**config.mk**
```make
export PLATFORM = sky130hd
export DESIGN_NAME = csv_record_tokenizer_top
export DESIGN_NICKNAME = d
export VERILOG_FILES = /design/src/rtl/core/csvtok_pkg.sv /design/src/rtl/core/csvtok_parser.sv /design/src/rtl/core/csv_record_tokenizer_top.sv
export SDC_FILE = /design/constraint.sdc
export NUM_CORES = 1
export LEC_CHECK = 0
export BUFFER_PORTS_ARGS = -buffer_cell sky130_fd_sc_hd__buf_2
export CAP_MARGIN = 15
export CORE_MARGIN = 2
export CORE_UTILIZATION = 48
export CTS_CLUSTER_SIZE = 20
export DETAILED_ROUTE_END_ITERATION = 16
export GPL_TIMING_DRIVEN = 0
export MAX_ROUTING_LAYER = met4
export PLACE_DENSITY_LB_ADDON = 0.12
export SYNTH_ARGS = -nofsm -noshare
export SYNTH_HDL_FRONTEND = slang
export SYNTH_SLANG_ARGS = --single-unit
export TNS_END_PERCENT = 10
```
**constraint.sdc**
```tcl
create_clock -name clk -period 1.95 [get_ports clk]
set_clock_uncertainty 0.1 [all_clocks]
set_input_delay 0.4875 -clock clk [delete_from_list [all_inputs] [get_ports clk]]
set_output_delay 0.4875 -clock clk [all_outputs]
set_load 0.03 [all_outputs]
```
**src/rtl/core/csvtok_pkg.sv**
```systemverilog
`timescale 1ns / 1ps
`default_nettype none
// ----------------------------------------------------------------------------
// csvtok_pkg
// Shared types and character constants for the CSV record tokenizer.
// ----------------------------------------------------------------------------
package csvtok_pkg;

    localparam logic [7:0] CH_QUOTE = 8'h22;
    localparam logic [7:0] CH_COMMA = 8'h2C;
    localparam logic [7:0] CH_LF    = 8'h0A;
    localparam logic [7:0] CH_CR    = 8'h0D;

    typedef enum logic [1:0] {
        KIND_VALUE  = 2'd0,
        KIND_FIELD  = 2'd1,
        KIND_RECORD = 2'd2
    } token_kind_t;

    typedef struct packed {
        logic in_quotes;
        logic quote_pending;
        logic cr_pending;
        logic field_empty;
        logic record_started;
    } parse_state_t;

    localparam parse_state_t PARSE_STATE_RESET = '{
        in_quotes:      1'b0,
        quote_pending:  1'b0,
        cr_pending:     1'b0,
        field_empty:    1'b1,
        record_started: 1'b0
    };

    typedef struct packed {
        logic        valid;
        token_kind_t kind;
        logic [7:0]  value;
    } token_t;

endpackage
`default_nettype wire

```
**src/rtl/core/csvtok_parser.sv**
```systemverilog
`timescale 1ns / 1ps
`default_nettype none
// ----------------------------------------------------------------------------
// csvtok_parser
// Quoting and record state with the per-character token decision.
// ----------------------------------------------------------------------------
module csvtok_parser
    import csvtok_pkg::*;
(
    input  wire logic       clk,
    input  wire logic       rst_n,
    input  wire logic       step,
    input  wire logic [7:0] in_byte,
    input  wire logic       end_of_stream,
    output token_t          tok
);

    parse_state_t state_reg;
    parse_state_t state_next;
    logic         quotes_eff;
    logic         is_quote;
    logic         is_comma;
    logic         is_lf;
    logic         is_cr;

    assign is_quote = (in_byte == CH_QUOTE);
    assign is_comma = (in_byte == CH_COMMA);
    assign is_lf    = (in_byte == CH_LF);
    assign is_cr    = (in_byte == CH_CR);

    always_comb
    begin
        state_next = state_reg;
        tok        = '{valid: 1'b0, kind: KIND_VALUE, value: 8'h00};
        quotes_eff = state_reg.in_quotes;
        if (end_of_stream)
        begin
            state_next = PARSE_STATE_RESET;
            if (state_reg.record_started)
            begin
                tok = '{valid: 1'b1, kind: KIND_RECORD, value: 8'h00};
            end
        end
        else if (state_reg.cr_pending && is_lf)
        begin
            // lf of a crlf pair
            state_next.cr_pending = 1'b0;
        end
        else if (state_reg.quote_pending && is_quote)
        begin
            // doubled quote inside quotes
            state_next.cr_pending    = 1'b0;
            state_next.quote_pending = 1'b0;
            state_next.field_empty   = 1'b0;
            tok = '{valid: 1'b1, kind: KIND_VALUE, value: CH_QUOTE};
        end
        else
        begin
            state_next.cr_pending     = 1'b0;
            state_next.quote_pending  = 1'b0;
            state_next.record_started = 1'b1;
            if (state_reg.quote_pending)
            begin
                quotes_eff = 1'b0;
            end
            state_next.in_quotes = quotes_eff;
            if (quotes_eff && is_quote)
            begin
                state_next.quote_pending = 1'b1;
            end
            else if (is_quote && state_reg.field_empty)
            begin
                state_next.in_quotes = 1'b1;
            end
            else if (!quotes_eff && is_comma)
            begin
                state_next.field_empty = 1'b1;
                tok = '{valid: 1'b1, kind: KIND_FIELD, value: 8'h00};
            end
            else if (!quotes_eff && (is_lf || is_cr))
            begin
                state_next.field_empty    = 1'b1;
                state_next.record_started = 1'b0;
                state_next.cr_pending     = is_cr;
                tok = '{valid: 1'b1, kind: KIND_RECORD, value: 8'h00};
            end
            else
            begin
                state_next.field_empty = 1'b0;
                tok = '{valid: 1'b1, kind: KIND_VALUE, value: in_byte};
            end
        end
    end

    always_ff @(posedge clk or negedge rst_n)
    begin
        if (!rst_n)
        begin
            state_reg <= PARSE_STATE_RESET;
        end
        else if (step)
        begin
            state_reg <= state_next;
        end
    end

endmodule
`default_nettype wire

```
**src/rtl/core/csv_record_tokenizer_top.sv**
```systemverilog
`timescale 1ns / 1ps
`default_nettype none
// a word accepted into the input register has its token captured in the result register when the word is consumed
// throughput: one input word per cycle, sustained while out_ready stays high
// the output register stalls the input register, which stalls in_ready, through one gate path
// words that give no token still pass through the input register
// reset (rst_n low, asynchronous) empties both registers and returns the parser to field start
// ----------------------------------------------------------------------------
// csv_record_tokenizer_top
// CSV text tokenizer: value bytes, field ends and record ends, at most one per word.
// ----------------------------------------------------------------------------
module csv_record_tokenizer_top
    import csvtok_pkg::*;
(
    input  wire logic       clk,
    input  wire logic       rst_n,
    input  wire logic       in_valid,
    output logic            in_ready,
    input  wire logic [7:0] in_byte,
    input  wire logic       end_of_stream,
    output logic            out_valid,
    input  wire logic       out_ready,
    output logic [1:0]      token_kind,
    output logic [7:0]      value_byte
);

    logic        in_vld_reg;
    logic [7:0]  byte_reg;
    logic        eos_reg;
    logic        out_vld_reg;
    logic        out_vld_next;
    token_kind_t kind_reg;
    logic [7:0]  value_reg;
    logic        out_free;
    logic        consume;
    token_t      tok;

    assign out_free = !out_vld_reg || out_ready;
    assign consume  = in_vld_reg && out_free;
    assign in_ready = !in_vld_reg || out_free;

    csvtok_parser u_parser (
        .clk           (clk),
        .rst_n         (rst_n),
        .step          (consume),
        .in_byte       (byte_reg),
        .end_of_stream (eos_reg),
        .tok           (tok)
    );

    // input register
    always_ff @(posedge clk or negedge rst_n)
    begin
        if (!rst_n)
        begin
            in_vld_reg <= 1'b0;
        end
        else if (in_ready)
        begin
            in_vld_reg <= in_valid;
        end
    end

    always_ff @(posedge clk)
    begin
        if (in_ready && in_valid)
        begin
            byte_reg <= in_byte;
            eos_reg  <= end_of_stream;
        end
    end

    // result register
    always_comb
    begin
        out_vld_next = out_vld_reg;
        if (out_free)
        begin
            out_vld_next = consume && tok.valid;
        end
    end

    always_ff @(posedge clk or negedge rst_n)
    begin
        if (!rst_n)
        begin
            out_vld_reg <= 1'b0;
        end
        else
        begin
            out_vld_reg <= out_vld_next;
        end
    end

    always_ff @(posedge clk)
    begin
        if (consume && tok.valid)
        begin
            kind_reg  <= tok.kind;
            value_reg <= tok.value;
        end
    end

    assign out_valid  = out_vld_reg;
    assign token_kind = kind_reg;
    assign value_byte = value_reg;

endmodule
`default_nettype wire

```
[Yosys cells after proc, flatten, opt, wreduce, memory -nomap -nowiden]
Cells that the tools add are included.
Widths: inputs -> output; s select.
Storage, ports and cells
  bits in registers: 26
  input bits: 13
  output and inout port bits: 12
Operators by class
  eq/ne operators: 8
  muxes and demuxes: 30
  reduce and logical (&&, ||, !) cells: 18
Operator list (count)
  $mux 11: 7
  $eq 8x4->1 const B: 2
  $eq 8x6->1 const B: 2
  $mux 1: 16
  $mux 10: 1
  $logic_and 1x1->1: 9
  $mux 3: 3
  $ne 3x2->1 const B: 2
  $mux 5: 1
  $mux 2: 2
  $ne 2x2->1 const B: 2
  $reduce_and 4->1: 1
  $logic_not 1->1: 3
  $logic_or 1x1->1: 3
  $reduce_and 3->1: 1
  $reduce_and 2->1: 1

[Depth between registers and ports, before layout]
Gate-level depths: netlist of run 1.
  word-level depth: 15
  mapped depth: 6

[Hierarchy]
A second synthesis of run 1 with hierarchy kept.
Second synthesis, totals
  cell total of the unflattened synthesis: 99
  area, all modules: 1227.4 µm²
Modules (own cells, without submodules)
  csv_record_tokenizer_top: times used 1, cells an instance 29, area each 681.9 µm²
  csvtok_parser: times used 1, cells an instance 70, area each 545.5 µm²

[Least setup slack after synthesis of run 1]
Ideal clock, no wire load.
  path kind: reg2reg
  from: reg byte_reg[1]
  to: reg kind_reg[0], in the netlist token_kind[0], enable pin
  setup time: 0.376 ns
  arrival: 1.496 ns
  required time: 1.474 ns
  slack: -0.023 ns
  stages on the path, launching flop included: 7
  path through: edfxtp_1 nor4b_2 and3_1 buf_2 nand2_1 a21boi_1 nor2_1
On the way
  cells in the longest elaborated chain, start to end: 8
  elaborated cells on any way between the ends: 12
  those cells by class: eq/ne: 2; mux: 5; reduce/logical: 5
RTL lines
  start, declared: RTL line csv_record_tokenizer_top.sv:28  | logic [7:0] byte_reg;
  start signal, assigned: RTL line csv_record_tokenizer_top.sv:68  | byte_reg <= in_byte;
  $eq 8x6->1: RTL line csvtok_parser.sv:26  | assign is_quote = (in_byte == CH_QUOTE);
  $logic_and 1x1->1: RTL line csvtok_parser.sv:71  | else if (is_quote && state_reg.field_empty)
  $mux 11: RTL line csvtok_parser.sv:71
  $mux 11: RTL line csvtok_parser.sv:67  | if (quotes_eff && is_quote)
  $mux 11: RTL line csvtok_parser.sv:49  | else if (state_reg.quote_pending && is_quote)
  $mux 11 (*): RTL line csvtok_parser.sv:44  | else if (state_reg.cr_pending && is_lf)
  $mux 11 (*): RTL line csvtok_parser.sv:36  | if (end_of_stream)
  $logic_and 1x1->1 (*): RTL line csv_record_tokenizer_top.sv:97  | if (consume && tok.valid)
  end signal, assigned: RTL line csv_record_tokenizer_top.sv:99  | kind_reg <= tok.kind;
  end, declared: RTL line csv_record_tokenizer_top.sv:32  | token_kind_t kind_reg;
Mark *: on every way between the ends. The rest lies on a longest branch, timed or not.
A chain may end at the register's enable or synchronous reset.

[Worst setup path after layout of run 1]
  from: reg byte_reg[3]
  to: reg value_reg[5], in the netlist value_byte[5], enable pin
On the way
  cells in the longest elaborated chain, start to end: 8
  elaborated cells on any way between the ends: 12
  those cells by class: eq/ne: 2; mux: 5; reduce/logical: 5
RTL lines
  $eq 8x6->1: RTL line csvtok_parser.sv:26
  $logic_and 1x1->1: RTL line csvtok_parser.sv:71
  $mux 11: RTL line csvtok_parser.sv:71
  $mux 11: RTL line csvtok_parser.sv:67
  $mux 11: RTL line csvtok_parser.sv:49
  $mux 11 (*): RTL line csvtok_parser.sv:44
  $mux 11 (*): RTL line csvtok_parser.sv:36
  $logic_and 1x1->1 (*): RTL line csv_record_tokenizer_top.sv:97
  end signal, assigned: RTL line csv_record_tokenizer_top.sv:100  | value_reg <= tok.value;
  end, declared: RTL line csv_record_tokenizer_top.sv:33  | logic [7:0] value_reg;
Marks and branches as above.

==> results of run 1 <==
## metal layers
| metal | share of wire (%) | GRT usage [%] |
|---|---|---|
| met5 | 0 | - |
| met4 | 0.73 | 5.42 |
| met3 | 5.1 | 2.46 |
| met2 | 52 | 27.8 |
| met1 | 42 | 20.7 |
## stage by stage
step	cells	instance area, um2	hold WS, ps	utilization (%)
global route	167	1560	212	63.6
floorplan	101	1230	91.9	-
global placement	155	1390	226	56.6
finish	167	1560	230	63.6
CTS	161	1480	225	60.2
detailed placement	155	1390	231	56.6
## final timing paths
path | startpoint | endpoint | slack [ps]
max | byte_reg[3] | value_byte[5] | -30
min | in_byte[1] | byte_reg[1] | 230
max reg2reg | byte_reg[3] | value_byte[5] | -30
min reg2reg | u_parser.state_reg[1] | u_parser.state_reg[1] | 440
max in group asynchronous | rst_n | u_parser.state_reg[1] | 1100
min in group asynchronous | rst_n | out_valid | 420
## cell type report
class	instances	area share, %
flip-flops and latches	26	47.8
multi-input cells	72	33.7
repair buffers	31	11.2
well taps	30	2.40
clock inverters	1	1.92
clock buffers	3	1.44
plain buffers	3	1.28
inverters	1	0.240
## where the power goes
part / internal (mW) / switching, mW / total (mW)
Sequential: 0.649 / 0.0281 / 0.677
Combinational: 0.0756 / 0.132 / 0.207
Clock: 0.208 / 0.161 / 0.369
## critical path, cell delays in order (launching register included)
cell	delay, ps
sky130_fd_sc_hd__edfxtp_1	500
sky130_fd_sc_hd__nor4b_4	380
sky130_fd_sc_hd__and3_1	220
sky130_fd_sc_hd__buf_6	120
sky130_fd_sc_hd__nand2_4	50
sky130_fd_sc_hd__a21boi_4	260
sky130_fd_sc_hd__nor2_4	100
## kinds of logic (layout without fill, tap and decap cells)
group                  Yosys count  count (layout)
AO/OA/AOI/OAI                   20              20
buffers and inverters            4              39
flip-flops                      26              26
AND/OR/NAND/NOR                 51              52
## cells in the mapped netlist (all sizes together), types with 2 or more instances
master  instances
edfxtp         19
nand2          12
and2            7
nor2            7
dfrtp           6
o21ai           6
nand3           5
nor3            5
a31oi           3
and3            3
nand2b          3
a21oi           2
a41o            2
buf             2
nor2b           2
## timing repair
item                       4_1_cts  5_1_grt
pin swaps                        2        5
hold buffers                     1        0
cloned                           0        1
resized for setup                4       10
setup buffers                    1        5
setup endpoints to repair       17       19
hold endpoints to repair         6        0
==> flow_summary.yaml, run 1 <==
outcome:
  run_status: "finished, violations left"
  failed_checks: "setup timing"
sta:
  period_needed_ps: 1980
  timing.setup.tns_ps: -207
  timing_max_transition_violations_final: 0
  setup_violations: 10
  grt_setup_unrepaired: "true"
  worst_slew_margin_rel_pct: 72.6
  max_slew.worst_pin.slew_ps: 410
  final.setup.worst_slack_ps: -32.0
  final.period_utilization_pct: 102
  max_freq_ghz: 0.505
  count_of_final_hold_check_violations: 0
synthesis:
  netlist_top_cells_area: "sky130_fd_sc_hd__edfxtp_1, sky130_fd_sc_hd__dfrtp_1, sky130_fd_sc_hd__nand2_1, sky130_fd_sc_hd__and2_1, sky130_fd_sc_hd__dfstp_2"
  synth_xor_area_share_pct: 0
  syn_inst: 101
  seq_area_frac_synth_pct: 60.7
  syn_avg_cell_area_um2: 12.2
  synth_top_family_by_area: "simple AND/OR/NAND/NOR gates"
  postSynthNetCount: 114
  synth.lib_cells_used.distinct: 37
  muxShareOfSynthArea_pct: 0
  postSynthRegisterBits: 26
  synth.largest_area_cell: "sky130_fd_sc_hd__edfxtp_1"
  synth_compound_area_share_pct: 13.4
  ys.flop_type: "sky130_fd_sc_hd__edfxtp_1"
  yosys_warnings: 0
  asyncSetResetFlopFracSynth_pct: 26.9
  count_of_flip_flops_with_a_built_in_enable_after_synthesis: 19
  top_cell_type_s_share_of_synthesized_area_pct: 46.4
  arithmetic_cell_share_of_the_synthesized_area_counting_full_adders_half_adders_and_majority_gates_pct: 0
  synth-simple-area-share_pct: 24.4
  synth_area_mm2: 0.00123
worst_hold_path:
  worst_hold_path_type: "input port to flip-flop"
  hold-path-cell-count: 1
drt:
  avgRoutedWirePerCell_um: 14.0
  wirelength_mm: 2.33
  drc: 0
  first_iter_violations: 18
  via_count: 894
  pre_repair_dr_iteration_count: 4
  antenna_left: 0
  avgViaCountPerCell: 5.35
clock_network:
  clock_tree.root_cell: "sky130_fd_sc_hd__clkbuf_4"
  clock_path_buffers: 2
  cts_max_level: 1
  clock_insertion_delay_worst_skew_ps: 320
  clock_sinks: 26
  numCtsBuffers: 3
  clkSlewWorstSetupHoldPaths_ps: 140
  tritoncts_clock_tree: "built"
grt:
  grt_util_all_layers_pct: 16.6
  antenna_found_initial: 0
  maximum_number_of_pins_on_one_net_before_global_route_repair: 16
  grt_pass1_vias: 813
  globalRoute.totalOverflow: 0
  grt_pass1_wl_mm: 3.45
placed_design:
  gpl.final_weighted_congestion: 0.858
  numPortBuffers: 24
  dp_hpwl_mm: 1.58
  dp_slack_ps: -194
worst_setup_path:
  worst_r2r_path_depth: 6
  critPathLaunchType: "flip-flop"
  crit_fanout: 5
  worstSetupEndpointType: "flip-flop"
  critPathArrivalTime_ps: 1960
  cp_data_required_time_ps: 1930
  crit_type: "flip-flop to flip-flop"
finish:
  insertedDiodeCount: 0
  filler_cells: 190
  layout_common_cells: "sky130_fd_sc_hd__buf_2, sky130_fd_sc_hd__edfxtp_1, sky130_fd_sc_hd__nand2_1"
  number_of_nets_in_the_layout: 151
  post_route_cells_drive_above_1_share_pct: 39.4
  syn2layout_area_growth_pct: 27.0
  sequential_cell_area_um2: 747
  multiInputGateArea_um2: 526
  mostFrequentLayoutCell: "sky130_fd_sc_hd__buf_2"
run:
  max_cap_violations: 0
die:
  core-area_mm2: 0.00245
  die_area_mm2: 0.00298
  start_util_pct: 50.1
  die_h_um: 54.6
  dieWidth_um: 54.6
  boundaryPins: 25
  core.rowCount: 18
pwr:
  power.ir.vdd_worst_mv: 0.686
  total_power_mw: 1.25
  pwr_density_cell_mw_per_mm2: 802
  leakage_nw: 0.646
(Power assumes the default switching activity.)
==> run 2: changes to the inputs <==
PLACE_DENSITY = 0.82   (was unset)
PLACE_DENSITY_LB_ADDON = unset   (was 0.12)
==> run 2 against run 1 <==
The flow still finishes with violations (setup timing). Sequential share of layout area fell by 0.15 points. Total power rose by 1.0%. Clock power rose by 1%. Critical path depth did not move. Critical endpoint is now value_byte[1].
==> flow_summary.yaml, run 2 (synthesis results as in run 1) <==
worst_setup_path:
  critPathSlowestCell: "sky130_fd_sc_hd__edfxtp_1"
  regToRegStartpoint: "byte_reg[0]"
  cp_data_required_time_ps: 1950
  critical_path_depth: 6
  crit_path_cell_trace: "nor4b_4 > buf_4 > nand2_1 > a21oi_2 > nor2_1 > a41o_1"
  critPathLaunchType: "flip-flop"
  cp-startpoint: "byte_reg[0]"
  critical_path.top_delay_family: "simple AND/OR/NAND/NOR gates"
  cpPeakStageDelay_ps: 520
  end_of_the_worst_register_to_register_path: "value_byte[1]"
  crit_fanout: 6
  critical_path.n_buffers_inverters: 1
  crit_type: "flip-flop to flip-flop"
  cp-endpoint: "value_byte[1]"
  critPathArrivalTime_ps: 1980
  worst_r2r_path_depth: 6
  reg2reg_slack_ps: -30
  worstSetupEndpointType: "flip-flop"
die:
  dieWidth_um: 54.6
  die_h_um: 54.6
  die_area_mm2: 0.00298
  core-area_mm2: 0.00245
  core.rowCount: 18
  start_util_pct: 50.1
  boundaryPins: 25
finish:
  filler_cells: 189
  finalCoreUtilization_pct: 63.8
  layout_common_cells: "sky130_fd_sc_hd__buf_2, sky130_fd_sc_hd__edfxtp_1, sky130_fd_sc_hd__nand2_1"
  stdcell_area_mm2: 0.00157
  sequential_cell_area_um2: 747
  number_of_nets_in_the_layout: 151
  multiInputGateArea_um2: 531
  syn2layout_area_growth_pct: 27.4
  insertedDiodeCount: 0
  post_route_cells_drive_above_1_share_pct: 38.7
  mostFrequentLayoutCell: "sky130_fd_sc_hd__buf_2"
  final_cells: 167
sta:
  count_of_final_hold_check_violations: 0
  period_needed_ps: 1980
  setup_violations: 13
  worst_slew_margin_rel_pct: 71.7
  final.period_utilization_pct: 102
  max_freq_ghz: 0.505
  timing_max_transition_violations_final: 0
  final.setup.worst_slack_ps: -30.6
  timing.setup.tns_ps: -187
  grt_setup_unrepaired: "true"
  max_slew.worst_pin.slew_ps: 424
placed_design:
  gpl.final_weighted_congestion: 0.891
  number_of_placed_instances_with_taps_included: 155
  dp_hpwl_mm: 1.69
  numPortBuffers: 24
  dp_slack_ps: -125
  postPlaceCellArea_mm2: 0.00139
clock_network:
  clock_path_buffers: 2
  numCtsBuffers: 3
  cts_max_level: 1
  clock_sinks: 26
  clock_tree.root_cell: "sky130_fd_sc_hd__clkbuf_4"
  clkSlewWorstSetupHoldPaths_ps: 140
  clock_insertion_delay_worst_skew_ps: 330
  tritoncts_clock_tree: "built"
grt:
  grt_pass1_vias: 822
  maximum_number_of_pins_on_one_net_before_global_route_repair: 16
  globalRoute.totalOverflow: 0
  antenna_found_initial: 0
  grt_pass1_wl_mm: 3.57
  grt_util_all_layers_pct: 17.4
drt:
  avgRoutedWirePerCell_um: 14.5
  drc: 0
  avgViaCountPerCell: 5.74
  first_iter_violations: 35
  wirelength_mm: 2.43
  pre_repair_dr_iteration_count: 4
  antenna_left: 0
  via_count: 958
worst_hold_path:
  min-delay-start: "in_byte[1]"
  worst_hold_path_type: "input port to flip-flop"
pwr:
  power.ir.vdd_worst_mv: 0.651
  leakage_nw: 0.644
  pwr_density_cell_mw_per_mm2: 808
run:
  max_cap_violations: 0
outcome:
  failed_checks: "setup timing"
  run_status: "finished, violations left"
-- run 2: routing by layer --
metal,track usage [%],routed length (um),up-vias
met2,25.8,1200,47
met5,-,0,-
met3,3.01,121,10
met1,21.5,1030,442
met4,12.1,74,0
li1,-,-,459
-- run 2: layout make-up --
type | count | area share, %
flip-flops and latches | 26 | 47.7
multi-input cells | 72 | 33.9
repair buffers | 31 | 11.2
well taps | 30 | 2.40
clock inverters | 1 | 1.92
clock buffers | 3 | 1.44
plain buffers | 3 | 1.28
inverters | 1 | 0.240
-- run 2: worst register-to-register path: cells and delay by family (launching register included) --
family,cells,cell delay [ps]
buffers and inverters,1,160
DFF,1,520
AOI/OAI and AO/OA,2,430
and+or+nand+nor,3,560
-- run 2: worst min-delay path by stage --
stage	endpoint	slack, ps	depth (start not counted)
global route	byte_reg[5]	200	1
detailed placement	in_vld_reg	230	1
global placement	u_parser.state_reg[0]	230	1
floorplan	in_vld_reg	90	0
CTS	byte_reg[5]	220	1
finish	byte_reg[1]	220	1
-- run 2: report_power, final --
part / switching (mW) / internal, mW
Clock: 0.166 / 0.208
Combinational: 0.135 / 0.0783
Sequential: 0.0292 / 0.649
Total: 0.330 / 0.935
-- run 2: what timing repair did --
action,4_1_cts,5_1_grt
endpoints found under the hold margin,6,0
hold buffers,1,0
gates resized for setup,4,10
setup endpoints to repair,17,18
pin swaps,2,5
cloned,0,1
buffers inserted,1,5
-- run 2: per-stage QoR --
step | hold slack, ps | total power, mW
global placement | 227 | 0.860
global route | 203 | 1.31
floorplan | 91.9 | 0.811
CTS | 221 | 1.24
finish | 222 | 1.27
detailed placement | 232 | 0.870
==> run 3: changes to the inputs <==
CORE_ASPECT_RATIO = 1.5   (was unset)
==> run 3 against run 2 <==
Maximum frequency decreased by 0.38%. Setup slack got worse by 7.6 ps. Routed wire length increased by 18%. Non-clock buffer count increased by 1. Clock power about the same. Largest power group unchanged. Critical path depth decreased by 1. The run still ends with setup timing left. Cell count decreased by 3.0%. Via count increased by 3.8%. Critical endpoint is now value_byte[6]. Count of clock-buffer cells in the layout unchanged.
==> flow_summary.yaml, run 3 (synthesis results as in run 1) <==
outcome:
  run_status: "finished, violations left"
  failed_checks: "setup timing"
die:
  core.rowCount: 22
  die_h_um: 66.0
  dieWidth_um: 45.3
  core-area_mm2: 0.00245
  die_area_mm2: 0.00299
  boundaryPins: 25
  start_util_pct: 50.2
pwr:
  power.ir.vdd_worst_mv: 0.555
  leakage_nw: 0.658
  clock_power_share_pct: 29.4
  cell_internal_pwr_mw: 0.939
  combinationalPowerShare_pct: 17.3
  pwr_density_cell_mw_per_mm2: 800
  total_power_mw: 1.28
  sw_frac_of_total_pct: 26.4
  p_seq_share_pct: 53.3
  total_switching_power_mw: 0.338
grt:
  antenna_found_initial: 0
  maximum_number_of_pins_on_one_net_before_global_route_repair: 16
  grt_util_all_layers_pct: 18.7
  grt_pass1_wl_mm: 3.86
  globalRoute.totalOverflow: 0
  grt_pass1_vias: 879
finish:
  sequential_cell_area_um2: 747
  finalCoreUtilization_pct: 65.1
  layout_common_cells: "sky130_fd_sc_hd__buf_2, sky130_fd_sc_hd__edfxtp_1, sky130_fd_sc_hd__nand2_1"
  filler_cells: 180
  syn2layout_area_growth_pct: 29.7
  multiInputGateArea_um2: 559
  post_route_cells_drive_above_1_share_pct: 40.6
  number_of_nets_in_the_layout: 152
  mostFrequentLayoutCell: "sky130_fd_sc_hd__buf_2"
  final_cells: 162
  insertedDiodeCount: 0
  stdcell_area_mm2: 0.00160
sta:
  timing.setup.tns_ps: -158
  timing_max_transition_violations_final: 0
  setup_violations: 12
  count_of_final_hold_check_violations: 0
  final.period_utilization_pct: 102
  period_needed_ps: 1990
  max_freq_ghz: 0.503
  final.setup.worst_slack_ps: -38.2
  max_slew.worst_pin.slew_ps: 442
  worst_hold_slack_ps: 214
  grt_setup_unrepaired: "true"
  worst_slew_margin_rel_pct: 70.5
clock_network:
  clock_insertion_delay_worst_skew_ps: 330
  cts_max_level: 1
  clkSlewWorstSetupHoldPaths_ps: 150
  numCtsBuffers: 3
  clock_tree.root_cell: "sky130_fd_sc_hd__clkbuf_4"
  clock_sinks: 26
  clock_path_buffers: 2
  tritoncts_clock_tree: "built"
run:
  max_cap_violations: 0
drt:
  avgViaCountPerCell: 6.14
  via_count: 994
  antenna_left: 0
  pre_repair_dr_iteration_count: 4
  wirelength_mm: 2.85
  avgRoutedWirePerCell_um: 17.6
  first_iter_violations: 55
  drc: 0
worst_setup_path:
  crit_type: "flip-flop to flip-flop"
  cpPeakStageDelay_ps: 510
  cp_data_required_time_ps: 1960
  critPathArrivalTime_ps: 2000
  critPathLaunchType: "flip-flop"
  critical_path.n_buffers_inverters: 0
  crit_fanout: 6
  critical_path.top_delay_family: "simple AND/OR/NAND/NOR gates"
  worstSetupEndpointType: "flip-flop"
  crit_path_cell_trace: "nor4b_4 > nand3_1 > o21ai_4 > nor3_4 > and2_1"
  critPathSlowestCell: "sky130_fd_sc_hd__edfxtp_1"
placed_design:
  postPlaceCellArea_mm2: 0.00138
  dp_hpwl_mm: 1.74
  numPortBuffers: 24
  number_of_placed_instances_with_taps_included: 149
  dp_slack_ps: -121
  gpl.final_weighted_congestion: 0.901
worst_hold_path:
  worst_hold_path_type: "input port to flip-flop"
==> run 3: cell count changes in the layout (fill, tap and decap cells not counted), sizes merged <==
cell  previous run  this run
buf             32        33
==> run 3: worst paths after layout <==
check	slack, ps	cells after the start	start	end
worst min-delay path	210	1	in_byte[5]	byte_reg[5]
worst min register to register	440	1	u_parser.state_reg[2]	u_parser.state_reg[2]
max in group asynchronous	1120	2	rst_n	u_parser.state_reg[1]
worst max-delay path	-40	5	byte_reg[2]	value_byte[6]
min in group asynchronous	410	2	rst_n	u_parser.state_reg[2]
worst max register to register	-40	5	byte_reg[2]	value_byte[6]
==> run 3: final cells by class <==
type | instances | area share, %
inverter | 1 | 0.235
buffer | 3 | 1.25
clock inverter | 1 | 1.88
clock buffer | 3 | 1.41
sequential | 26 | 46.8
tap | 24 | 1.88
multi-input combinational | 72 | 35.1
timing repair buffer | 32 | 11.5
==> run 3: power groups by stage <==
| stage | clock [mW] | sequential (mW) | combinational [mW] |
|---|---|---|---|
| final | 0.375 | 0.681 | 0.221 |
| after detailed placement | 0 | 0.689 | 0.180 |
| after floorplan | 0 | 0.724 | 0.0872 |
| after global routing | 0.388 | 0.686 | 0.237 |
| after global placement | 0 | 0.686 | 0.174 |
| after CTS | 0.372 | 0.677 | 0.194 |
==> run 3: worst register-to-register path, stage by stage (launching register included) <==
cell and delay (ps):
sky130_fd_sc_hd__edfxtp_1 510, sky130_fd_sc_hd__nor4b_4 370, sky130_fd_sc_hd__nand3_1 250, sky130_fd_sc_hd__o21ai_4 280, sky130_fd_sc_hd__nor3_4 70, sky130_fd_sc_hd__and2_1 180
==> run 3: metal layers <==
| metal | vias up | wire length [um] | GRT usage (%) |
|---|---|---|---|
| met3 | 14 | 149 | 1.64 |
| met4 | 0 | 120 | 11.8 |
| met2 | 54 | 1580 | 32.5 |
| met5 | - | 0 | - |
| met1 | 472 | 1000 | 19.3 |
| li1 | 454 | - | - |
==> run 3: what timing repair did <==
item                                   CTS  global route
hold buffers                             1             0
setup buffers                            4             3
gates resized for setup                  4            16
endpoints found under the hold margin    6             0
cloned                                   0             1
setup endpoints to repair               17            19
pin swaps                                2            10
